--- src/hw/rtl/lzw_pkg.sv ---
// Shared types and constants for the hashed variable-width LZW compressor.
package lzw_pkg;

  // Widest code the packer handles; narrower configurations zero-extend.
  localparam int unsigned CODE_W = 15;

  localparam logic [CODE_W-1:0] CODE_GROW  = 15'd256;
  localparam logic [CODE_W-1:0] CODE_END   = 15'd257;
  localparam logic [CODE_W-1:0] CODE_CLEAR = 15'd258;
  localparam logic [CODE_W-1:0] FIRST_FREE = 15'd259;
  localparam logic [3:0]        START_WIDTH = 4'd9;
  localparam logic [4:0]        WORD_BITS   = 5'd16;

  typedef struct packed {
    logic [7:0] data_byte;
    logic       last_byte;
  } byte_item_t;

  // One request to the bit packer: a code at a width, or a final flush.
  typedef struct packed {
    logic              flush;
    logic              final_code;
    logic [3:0]        width;
    logic [CODE_W-1:0] code;
  } pack_cmd_t;

  typedef enum logic [3:0] {
    S_CLEAR,
    S_IDLE,
    S_HASH,
    S_READ,
    S_CMP,
    S_MISS,
    S_GROW,
    S_FIN_PREFIX,
    S_FIN_END,
    S_FIN_FLUSH
  } eng_state_e;

endpackage

--- src/hw/rtl/lzw_if.sv ---
// Valid/ready channel interfaces for input bytes and packed output words.
interface lzw_byte_if;
  logic       valid;
  logic       ready;
  logic [7:0] data_byte;
  logic       last_byte;
  modport source (output valid, output data_byte, output last_byte, input ready);
  modport sink (input valid, input data_byte, input last_byte, output ready);
endinterface


--- src/hw/rtl/lzw_front.sv ---
// Front end: two-entry queue that takes input byte transfers ahead of the engine.
module lzw_front (
  input  logic                clk_i,
  input  logic                rst_ni,
  lzw_byte_if.sink            in_i,
  output logic                item_valid_o,
  input  logic                item_ready_i,
  output lzw_pkg::byte_item_t item_o
);

  lzw_pkg::byte_item_t buf_q [2];
  logic       wr_ptr_q, wr_ptr_d;
  logic       rd_ptr_q, rd_ptr_d;
  logic [1:0] count_q, count_d;
  logic       push, pop;

  assign in_i.ready   = (count_q != 2'd2);
  assign push         = in_i.valid && in_i.ready;
  assign item_valid_o = (count_q != 2'd0);
  assign pop          = item_valid_o && item_ready_i;
  assign item_o       = buf_q[rd_ptr_q];

  // Advance pointers and occupancy
  always_comb begin
    wr_ptr_d = push ? ~wr_ptr_q : wr_ptr_q;
    rd_ptr_d = pop ? ~rd_ptr_q : rd_ptr_q;
    count_d  = count_q;
    if (push && !pop) begin
      count_d = count_q + 2'd1;
    end else if (pop && !push) begin
      count_d = count_q - 2'd1;
    end
  end

  always_ff @(posedge clk_i or negedge rst_ni) begin
    if (!rst_ni) begin
      wr_ptr_q <= 1'b0;
      rd_ptr_q <= 1'b0;
      count_q  <= 2'd0;
    end else begin
      wr_ptr_q <= wr_ptr_d;
      rd_ptr_q <= rd_ptr_d;
      count_q  <= count_d;
    end
  end

  // Store payload on each input transfer
  always_ff @(posedge clk_i) begin
    if (push) begin
      buf_q[wr_ptr_q] <= '{data_byte: in_i.data_byte, last_byte: in_i.last_byte};
    end
  end

endmodule

--- src/flat_wrapper.sv ---
// flat-port wrapper written by rule: the top's interface ports become plain ports
module lzw_front_flat 
  (clk_i, rst_ni, item_valid_o, item_ready_i, item_o, in_i_valid, in_i_data_byte, in_i_last_byte, in_i_ready);
  lzw_byte_if in_i_i ();
  input  logic clk_i;
  input  logic rst_ni;
  output logic item_valid_o;
  input  logic item_ready_i;
  output lzw_pkg::byte_item_t item_o;
  input wire logic [$bits(in_i_i.valid)-1:0] in_i_valid;
  input wire logic [$bits(in_i_i.data_byte)-1:0] in_i_data_byte;
  input wire logic [$bits(in_i_i.last_byte)-1:0] in_i_last_byte;
  output wire logic [$bits(in_i_i.ready)-1:0] in_i_ready;
  assign in_i_i.valid = in_i_valid;
  assign in_i_i.data_byte = in_i_data_byte;
  assign in_i_i.last_byte = in_i_last_byte;
  assign in_i_ready = in_i_i.ready;
  lzw_front u_core (.clk_i(clk_i), .rst_ni(rst_ni), .in_i(in_i_i), .item_valid_o(item_valid_o), .item_ready_i(item_ready_i), .item_o(item_o));
endmodule
--- config.mk ---
export PLATFORM = sky130hd
export DESIGN_NAME = lzw_front_flat
export DESIGN_NICKNAME = d
export VERILOG_FILES = /design/src/hw/rtl/lzw_pkg.sv /design/src/hw/rtl/lzw_if.sv /design/src/hw/rtl/lzw_front.sv /design/src/flat_wrapper.sv
export SDC_FILE = /design/constraint.sdc
export NUM_CORES = 1
export LEC_CHECK = 0
export ABC_AREA = 1
export BUFFER_PORTS_ARGS = -buffer_cell sky130_fd_sc_hd__buf_2
export CORE_ASPECT_RATIO = 0.9
export CORE_MARGIN = 2
export CORE_UTILIZATION = 49
export CTS_CLUSTER_DIAMETER = 150
export DETAILED_ROUTE_END_ITERATION = 16
export PLACE_DENSITY = 0.78
export SLEW_MARGIN = 20
export SYNTH_ARGS = -nofsm -noshare
export SYNTH_HDL_FRONTEND = slang
export SYNTH_SLANG_ARGS = --single-unit
--- constraint.sdc ---
create_clock -name clk_i -period 1.7 [get_ports clk_i]
set_input_delay 0.51 -clock clk_i [delete_from_list [all_inputs] [get_ports clk_i]]
set_output_delay 0.51 -clock clk_i [all_outputs]
set_load 0.01 [all_outputs]
==> metrics.yaml <==
yosysSeqAreaShare_pct: 71.3
io_buffer_count: 23
die_h_um: 44.6
ios: 24
fin_crit_ps: 1670
drtAntennaViolNets: 0
synth_area_um2: 898
synth_nets: 89
path_class: "reg2out"
drv_cap: 0
async_reset_ff_share_pct: 18.2
grt_pass1_wl_um: 2250
synth_most_common_cell: "nand2_1"
met3_length_um: 65
dpl_cell_area_mm2: 0.00105
switching_power_uw: 699
nNetsFinal: 122
clk_latency_ps: 300
startpoint_type: "register"
grt_setup_unrepaired: "true"
synth_flop_cell: "edfxtp_1"
drtPass1Iterations: 5
status: "finished, final reports clean"
slew_viol_final: 0
area_growth_syn_to_layout_pct: 25.9
fin_tns_setup_ps: 0
numCtsBuffers: 3
fin_skew_ps: 0.967
hold_viol: 0
synthCells: 75
yosysTopAreaCellShare_pct: 60.2
power.density_mw_per_mm2: 1650
globalplace.congestion: 0.759
peakVddDrop_mv: 1.09
synth_edf_count: 18
htree_num_levels: 1
drt_iter0_markers: 16
p_int_mw: 1.17
p_leak_nw: 0.525
drive_gt1_share_pct: 43.0
synth_top_family_by_area: "simple AND/OR/NAND/NOR gates"
pwr-share-clk_pct: 12.2
num_rows: 14
yosys.area.top_type: "edfxtp_1"
ys_warn_count: 0
setup_viol: 0
num_vias: 630
cp.arrival_ps: 1160
root_buffer: "clkbuf_4"
grtUsageTotal_pct: 14.7
clock_path_buffers: 2
slew_headroom_pct: 87.4
dr.max_layer_used: "met4"
diodes: 0
hp-class: "in2reg"
cts_tree: "yes"
synth-adder-area-share_pct: 1.39
wl_met2_um: 824
tightest_slew_ps: 189
drcViolationCount: 0
clk_pin_slew_ps: 110
fin_cells: 131
design_area_mm2: 0.00113
switching_share_pct: 37.4
fmax_ghz: 0.600
synth_mux_area_share_pct: 0
p_comb_share_pct: 42.9
yosys_register_bits: 22
avgSynthCellArea_um2: 12.0
synth_xor_area_share_pct: 2.79
post_drt_wl_per_cell_um: 11.5
cp-end-kind: "primary output"
min_period_over_period_pct: 98.0
ys_types: 14
grt_pass1_vias: 553
wl_met1_um: 600
initial_core_util_pct: 52.9
synth.area.top_cells: "edfxtp_1 (60%), nand2_1 (14%), dfrtp_1 (11%), nand2_4 (2.5%), xor2_2 (1.8%)"
hpwl_um: 1050
grt_start_max_net_pins: 13
cts_sinks: 22
vias_per_cell: 4.81
required_ps: 1190
coreArea_mm2: 0.00170
grt.overflow.total: 0
fin_hold_ws_ps: 390
wl_um: 1500
yosys.area_share.simple_pct: 20.3
synthTopCellsByCount: "nand2_1 (33), edfxtp_1 (18), dfrtp_1 (4), inv_1 (4), inv_2 (3)"
dieArea_mm2: 0.00219
synth_compound_area_share_pct: 0
die_w_um: 49.1
dp_cells: 124
seq_power_share_pct: 44.9
crit_fanout: 4
antenna_found_initial: 0
kinds of logic after synthesis:
group,Yosys count
fa+ha+maj,1
buf+inv,8
flops,22
xor+xnor,2
simple gates,42
layout by cell type, fill, tap and decap left out:
cell type / instances
nor2_1: 2
nand2_4: 2
buf_4: 4
inv_2: 2
dfrtp_2: 1
dlygate4sd3_1: 1
clkbuf_4: 3
dfrtp_1: 3
buf_6: 1
nand2_1: 27
nand3_1: 2
edfxtp_1: 18
ha_1: 1
buf_2: 23
inv_1: 4
clkinv_4: 1
nand4_1: 1
xor2_2: 1
clkinv_1: 1
xnor2_1: 1
nand2_2: 8
power groups by stage:
stage          logic (mW)  clock network, mW  registers (mW)
2_1_floorplan       0.494                  0           0.817
3_3_place_gp        0.705                  0           0.835
3_5_place_dp        0.729                  0           0.838
4_1_cts             0.780              0.240           0.825
5_1_grt             0.902              0.262           0.847
6_report            0.802              0.228           0.838
metrics by stage:
step | total power [mW] | util (%) | setup slack (ps)
floorplan | 1.31 | - | 332
global placement | 1.54 | 62.1 | 304
detailed placement | 1.57 | 62.1 | 253
CTS | 1.84 | 65.3 | 25.5
global route | 2.01 | 66.6 | -28.6
finish | 1.87 | 66.6 | 33.3
routing by layer:
metal | vias up | track usage [%]
met2 | 17 | 27.0
met1 | 309 | 15.3
met5 | - | 0
li1 | 302 | -
met3 | 2 | 5.07
met4 | 0 | 6.86
worst max-delay path: stages (launching register included):
cell and delay, ps:
dfrtp_2 470, buf_4 150, nand2_1 50, nand2_1 60
buf_2 130
worst paths after layout:
path                                    from  depth (start not counted)  slack, ps                  to
max in group asynchronous             rst_ni                          2       1040     u_core.rd_ptr_q
min                        in_i_data_byte[2]                          1        390  u_core.buf_q[1][3]
min in group asynchronous             rst_ni                          2        530     u_core.wr_ptr_q
max reg2reg                u_core.count_q[0]                          9        300   u_core.count_q[1]
min reg2reg                u_core.count_q[0]                          1        540   u_core.count_q[0]
max                          u_core.rd_ptr_q                          4         30           item_o[3]
state kept, by name (all words and copies together), names as in the netlist:
register and cells:
u_core.count_q 2, u_core.buf_q 18, u_core.rd_ptr_q 1, u_core.wr_ptr_q 1
final cells by class:
cell class                 count  area (um2)
clock buffer                   3        22.5
inverter                       7        31.3
sequential                    22         642
tap                           24        30.0
clock inverter                 1        3.75
multi-input combinational     45         235
fill                         146         568
timing repair buffer          29         166
what timing repair did:
item / 4_1_cts / 5_1_grt
buffers inserted: 2 / 0
hold buffers: 1 / 0
hold endpoints to repair: 4 / 0
setup endpoints to repair: 9 / 9
resized for setup: 2 / 8
pin swaps: 0 / 4
Power figures use the tool's default switching activity.
