## config.mk

```make
export PLATFORM = sky130hd
export DESIGN_NAME = lzw_packer_flat
export DESIGN_NICKNAME = d
export VERILOG_FILES = /design/src/hw/rtl/lzw_pkg.sv /design/src/hw/rtl/lzw_if.sv /design/src/hw/rtl/lzw_packer.sv /design/src/flat_wrapper.sv
export SDC_FILE = /design/constraint.sdc
export NUM_CORES = 1
export LEC_CHECK = 0
export BUFFER_PORTS_ARGS = -buffer_cell sky130_fd_sc_hd__buf_2
export CAP_MARGIN = 20
export CORE_UTILIZATION = 40
export CTS_BUF_LIST = sky130_fd_sc_hd__clkbuf_4 sky130_fd_sc_hd__clkbuf_8 sky130_fd_sc_hd__clkbuf_16
export CTS_CLUSTER_SIZE = 16
export DETAILED_ROUTE_END_ITERATION = 8
export PLACE_DENSITY_LB_ADDON = 0.08
export REMOVE_ABC_BUFFERS = 1
export SLEW_MARGIN = 20
export SYNTH_ARGS = -nofsm -noshare
export SYNTH_HDL_FRONTEND = slang
export SYNTH_SLANG_ARGS = --single-unit
export TNS_END_PERCENT = 100
```

## constraint.sdc

```tcl
create_clock -name clk_i -period 5.36 [get_ports clk_i]
set_input_delay 0.268 -clock clk_i [delete_from_list [all_inputs] [get_ports clk_i]]
set_output_delay 0.268 -clock clk_i [all_outputs]
set_load 0.01 [all_outputs]
```

## src/hw/rtl/lzw_pkg.sv

```systemverilog
// Shared types and constants for the hashed variable-width LZW compressor.
package lzw_pkg;

  // Widest code the packer handles; narrower configurations zero-extend.
  localparam int unsigned CODE_W = 15;

  localparam logic [CODE_W-1:0] CODE_GROW  = 15'd256;
  localparam logic [CODE_W-1:0] CODE_END   = 15'd257;
  localparam logic [CODE_W-1:0] CODE_CLEAR = 15'd258;
  localparam logic [CODE_W-1:0] FIRST_FREE = 15'd259;
  localparam logic [3:0]        START_WIDTH = 4'd9;
  localparam logic [4:0]        WORD_BITS   = 5'd16;

  typedef struct packed {
    logic [7:0] data_byte;
    logic       last_byte;
  } byte_item_t;

  // One request to the bit packer: a code at a width, or a final flush.
  typedef struct packed {
    logic              flush;
    logic              final_code;
    logic [3:0]        width;
    logic [CODE_W-1:0] code;
  } pack_cmd_t;

  typedef enum logic [3:0] {
    S_CLEAR,
    S_IDLE,
    S_HASH,
    S_READ,
    S_CMP,
    S_MISS,
    S_GROW,
    S_FIN_PREFIX,
    S_FIN_END,
    S_FIN_FLUSH
  } eng_state_e;

endpackage

```

## src/hw/rtl/lzw_if.sv

```systemverilog


interface lzw_word_if;
  logic        valid;
  logic        ready;
  logic [15:0] out_word;
  logic        last_word;
  modport source (output valid, output out_word, output last_word, input ready);
  modport sink (input valid, input out_word, input last_word, output ready);
endinterface

```

## src/hw/rtl/lzw_packer.sv

```systemverilog
// Bit packer: places codes MSB first into 16-bit words behind an output register.
module lzw_packer (
  input  logic               clk_i,
  input  logic               rst_ni,
  input  logic               cmd_valid_i,
  output logic               cmd_ready_o,
  input  lzw_pkg::pack_cmd_t cmd_i,
  lzw_word_if.source         out_o
);

  logic [15:0] pack_q, pack_d;
  logic [4:0]  free_q, free_d;
  logic        ov_q;
  logic [15:0] word_q, word_d;
  logic        wlast_q, wlast_d;
  logic        emit;
  logic        take;
  logic [4:0]  w5, rest;
  logic [14:0] code_m;

  assign out_o.valid     = ov_q;
  assign out_o.out_word  = word_q;
  assign out_o.last_word = wlast_q;
  assign cmd_ready_o     = !ov_q || out_o.ready;
  assign take            = cmd_valid_i && cmd_ready_o;
  assign w5              = {1'b0, cmd_i.width};
  assign rest            = w5 - free_q;
  assign code_m          = cmd_i.code & 15'((32'd1 << cmd_i.width) - 32'd1);

  // Fill the current word, spill into the next
  always_comb begin
    pack_d  = pack_q;
    free_d  = free_q;
    word_d  = word_q;
    wlast_d = 1'b0;
    emit    = 1'b0;
    if (cmd_i.flush) begin
      if (free_q != lzw_pkg::WORD_BITS) begin
        emit    = 1'b1;
        word_d  = 16'(32'(pack_q) << free_q);
        wlast_d = 1'b1;
        pack_d  = '0;
        free_d  = lzw_pkg::WORD_BITS;
      end
    end else if (free_q >= w5) begin
      pack_d = 16'((32'(pack_q) << cmd_i.width) | 32'(code_m));
      if (free_q == w5) begin
        emit    = 1'b1;
        word_d  = pack_d;
        wlast_d = cmd_i.final_code;
        pack_d  = '0;
        free_d  = lzw_pkg::WORD_BITS;
      end else begin
        free_d = free_q - w5;
      end
    end else begin
      emit   = 1'b1;
      word_d = 16'((32'(pack_q) << free_q) | 32'(code_m >> rest));
      pack_d = 16'(code_m & 15'((32'd1 << rest) - 32'd1));
      free_d = lzw_pkg::WORD_BITS - rest;
    end
  end

  always_ff @(posedge clk_i or negedge rst_ni) begin
    if (!rst_ni) begin
      pack_q  <= '0;
      free_q  <= lzw_pkg::WORD_BITS;
      ov_q    <= 1'b0;
      wlast_q <= 1'b0;
    end else begin
      if (take) begin
        pack_q <= pack_d;
        free_q <= free_d;
      end
      if (take && emit) begin
        ov_q    <= 1'b1;
        wlast_q <= wlast_d;
      end else if (out_o.ready) begin
        ov_q <= 1'b0;
      end
    end
  end

  // Hold the word until its transfer
  always_ff @(posedge clk_i) begin
    if (take && emit) begin
      word_q <= word_d;
    end
  end

endmodule

```

## src/flat_wrapper.sv

```systemverilog
// flat-port wrapper written by rule: the top's interface ports become plain ports
module lzw_packer_flat 
  (clk_i, rst_ni, cmd_valid_i, cmd_ready_o, cmd_i, out_o_valid, out_o_out_word, out_o_last_word, out_o_ready);
  lzw_word_if out_o_i ();
  input  logic clk_i;
  input  logic rst_ni;
  input  logic cmd_valid_i;
  output logic cmd_ready_o;
  input  lzw_pkg::pack_cmd_t cmd_i;
  output wire logic [$bits(out_o_i.valid)-1:0] out_o_valid;
  output wire logic [$bits(out_o_i.out_word)-1:0] out_o_out_word;
  output wire logic [$bits(out_o_i.last_word)-1:0] out_o_last_word;
  input wire logic [$bits(out_o_i.ready)-1:0] out_o_ready;
  assign out_o_valid = out_o_i.valid;
  assign out_o_out_word = out_o_i.out_word;
  assign out_o_last_word = out_o_i.last_word;
  assign out_o_i.ready = out_o_ready;
  lzw_packer u_core (.clk_i(clk_i), .rst_ni(rst_ni), .cmd_valid_i(cmd_valid_i), .cmd_ready_o(cmd_ready_o), .cmd_i(cmd_i), .out_o(out_o_i));
endmodule
```

==> impl_metrics.env <==
export IMPL_clockPowerShare=0.105
export IMPL_intPower_mw=1.53
export IMPL_wl_met2_um=9030
export IMPL_drt_pass1_iter_count=6
export IMPL_r2r_cells=16
export IMPL_synth_adder_area_share=0.0474
export IMPL_totalWireLength_um=20700
export IMPL_cp_slowest_cell="dfrtp_1"
export IMPL_regToRegSetupSlack_ns=0.88
export IMPL_h_tree_depth=2
export IMPL_synth_cells=649
export IMPL_synthFlopType="dfrtp_1"
export IMPL_fin_nets=701
export IMPL_worstSetupEndpointType="register"
export IMPL_top_layer_used="met4"
export IMPL_syn_to_final_growth_pct=9.06
export IMPL_netlist_area_mm2=0.00507
export IMPL_ys_async_sr_fraction=0.590
export IMPL_io_buffers=43
export IMPL_multi_input_area_mm2=0.00369
export IMPL_initial_utilization=0.417
export IMPL_clk_latency_ns=0.30
export IMPL_wl_met1_um=8820
export IMPL_rsz0062_at_grt="no"
export IMPL_regArea_mm2=0.00106
export IMPL_coreArea_mm2=0.0122
export IMPL_power_frac_comb=0.691
export IMPL_synth_top_family_by_area="compound AO/OA/AOI/OAI gates"
export IMPL_grt_pass1_wl_um=31300
export IMPL_synth_top_cell_area_share=0.109
export IMPL_clock_root_buffer="clkbuf_16"
export IMPL_muxShareOfSynthArea=0.132
export IMPL_fin_setup_tns_ns=0
export IMPL_pwr_share_seq=0.204
export IMPL_hold_class="in2async"
export IMPL_ioPinCount=44
export IMPL_crit_reg2reg_launch="u_core.free_q[0]"
export IMPL_p_per_area_mw_per_mm2=613
export IMPL_period_share=0.836
export IMPL_cts_buffers=5
export IMPL_cp_num_cells=16
export IMPL_skew_ns=0.00939
export IMPL_relSlewSlack=0.391
export IMPL_ys_types=79
export IMPL_die_area_mm2=0.0131
export IMPL_cp_top_family="compound AO/OA/AOI/OAI gates"
export IMPL_ys_top_cells_by_count="nand2_1 (70), nor2_1 (67), o21ai_0 (54)"
export IMPL_wl_met3_um=2000
export IMPL_synth_most_common_cell="nand2_1"
export IMPL_antenna_found_initial=0
export IMPL_grt_start_max_net_pins=38
export IMPL_crit_arrival_ns=4.72
export IMPL_yosys_area_top_type="dfrtp_1"
export IMPL_die_width_um=115
export IMPL_grt_pass1_vias=5096
export IMPL_hold_viol=3
export IMPL_gp_congestion=0.967
export IMPL_synth_edff_count=16
export IMPL_r2r_end="u_core.pack_q[6]"
export IMPL_drc=0
export IMPL_status="complete, but fails checks"
export IMPL_dp_cells=819
export IMPL_vias=5582
export IMPL_num_rows=40
export IMPL_irDropWorstVdd_mv=0.475
export IMPL_drt_iter0_markers=699
export IMPL_via_per_inst=6.75
export IMPL_ys_ff_latch=39
export IMPL_hold_buffers=0
export IMPL_tightest_slew_ns=0.913
export IMPL_whs_ns=-0.00189
export IMPL_violations="negative hold slack"
export IMPL_cts_path_max_buffers=2
export IMPL_slew_violations=0
export IMPL_synthXorXnorAreaFrac=0.0170
export IMPL_cts_sinks=39
export IMPL_drv_cap=0
export IMPL_track_usage=0.322
export IMPL_cpPeakStageDelay_ns=0.87
export IMPL_cts_tree="done"
export IMPL_sw_frac_of_total=0.549
export IMPL_path_max_fanout=20
export IMPL_synth_compound_area_frac=0.310
export IMPL_chipHeight_um=115
export IMPL_antenna_cells=0
export IMPL_seq_area_frac_synth=0.209
export IMPL_drive_gt1_frac=0.159
export IMPL_leakage_nw=2.18
export IMPL_stdcell_count=827
export IMPL_yosys_top_cells_area="dfrtp_1 (11%), edfxtp_1 (9.5%), mux4_2 (6.7%)"
export IMPL_power_switching_mw=1.86
export IMPL_path_buf_inv=2
export IMPL_ys_warn_count=0
export IMPL_crit_chain="ha_1 > inv_1 > fa_1 > a211o_1 > nand3_1 > and2_1 > nand2_1 > nor2_1 > nand2_1 > ha_1 > inv_1 > nor4_1 > a2111oi_0 > o21ai_0 > a211oi_1 > a221o_1"
export IMPL_clk_pin_slew_worst_paths_ns=0.07
export IMPL_routedWlPerCell_um=25.0
export IMPL_grt_overflow=0
export IMPL_criticalPathCategory="reg2reg"
export IMPL_cts_resized=0
export IMPL_fmaxAchievable_ghz=0.223
export IMPL_start_kind="register"
export IMPL_cp_required_ns=5.60
export IMPL_nFillCells=1263
export IMPL_postCtsSetupBuffers=0
export IMPL_ant_nets=0
export IMPL_setup_viol=0
export IMPL_synthSimpleGateAreaFrac=0.221
export IMPL_period_minus_slack_ns=4.48
export IMPL_avgSynthCellArea_um2=7.81
export IMPL_dp_hpwl_um=15400
[cell families (layout without fill, tap and decap cells)]
family	after synthesis	count (layout)
compound gates	225	225
xor+xnor	9	9
fa+ha+maj	18	18
buf+inv	76	86
flops	39	39
mux	47	47
simple gates	235	235
[layer usage]
layer / up-vias / global-route usage
met5: - / 0
met4: 0 / 0.138
met3: 53 / 0.0524
met2: 325 / 0.485
met1: 2714 / 0.455
li1: 2490 / -
[area by class of cell]
type                       count  area share
clock buffer                   5      0.0226
clock inverter                 3     0.00792
inverter                      20      0.0136
multi-input combinational    534       0.667
sequential                    39       0.191
tap                          168      0.0380
timing repair buffer          58      0.0593
[placed cells by master, fill, tap and decap left out, drive strengths merged, types with 12 or more instances in the layout]
cell and n:
nand2 70, nor2 67, buf 58, o21ai 55
a21oi 32, nand3 24, mux2i 23, dfrtp 22
inv 19, nor3 16, ha 16, edfxtp 16
a31oi 16, mux4 15, o31ai 12, o211ai 12
[worst max-delay path by stage]
stage                                start               end  slack, ns
after floorplan           u_core.free_q[0]  u_core.pack_q[6]       0.80
after CTS                 u_core.free_q[0]  u_core.pack_q[6]       0.93
after global placement    u_core.free_q[0]  u_core.pack_q[6]       1.06
after global routing      u_core.free_q[0]  u_core.pack_q[6]       0.55
final                     u_core.free_q[0]  u_core.pack_q[6]       0.88
after detailed placement  u_core.free_q[0]  u_core.pack_q[6]       0.95
[flip-flops by register name (all words and copies together), names as in the netlist]
signal                  cells
u_core.out_o.out_word      16
u_core.pack_q              16
u_core.free_q               5
u_core.out_o.last_word      1
u_core.out_o.valid          1
[stage by stage]
step                      total power [mW]   util  hold slack (ns)  setup slack (ns)  area (um2)
after detailed placement              2.96  0.441            0.323             0.954        5360
after global routing                  3.59  0.455           0.0262             0.547        5530
after global placement                2.97  0.441            0.316              1.06        5360
after floorplan                       2.12      -          -0.0276             0.803        4820
after CTS                             3.32  0.455           0.0119             0.931        5530
final                                 3.39  0.455         -0.00189             0.880        5530
[power by group through the flow]
stage / Combinational (mW) / Sequential [mW] / Clock (mW)
detailed placement: 2.27 / 0.684 / 0
global route: 2.52 / 0.706 / 0.369
floorplan: 1.49 / 0.623 / 0
CTS: 2.29 / 0.679 / 0.359
global placement: 2.29 / 0.684 / 0
finish: 2.34 / 0.690 / 0.357
No activity file was read; power rests on OpenSTA's default activity.
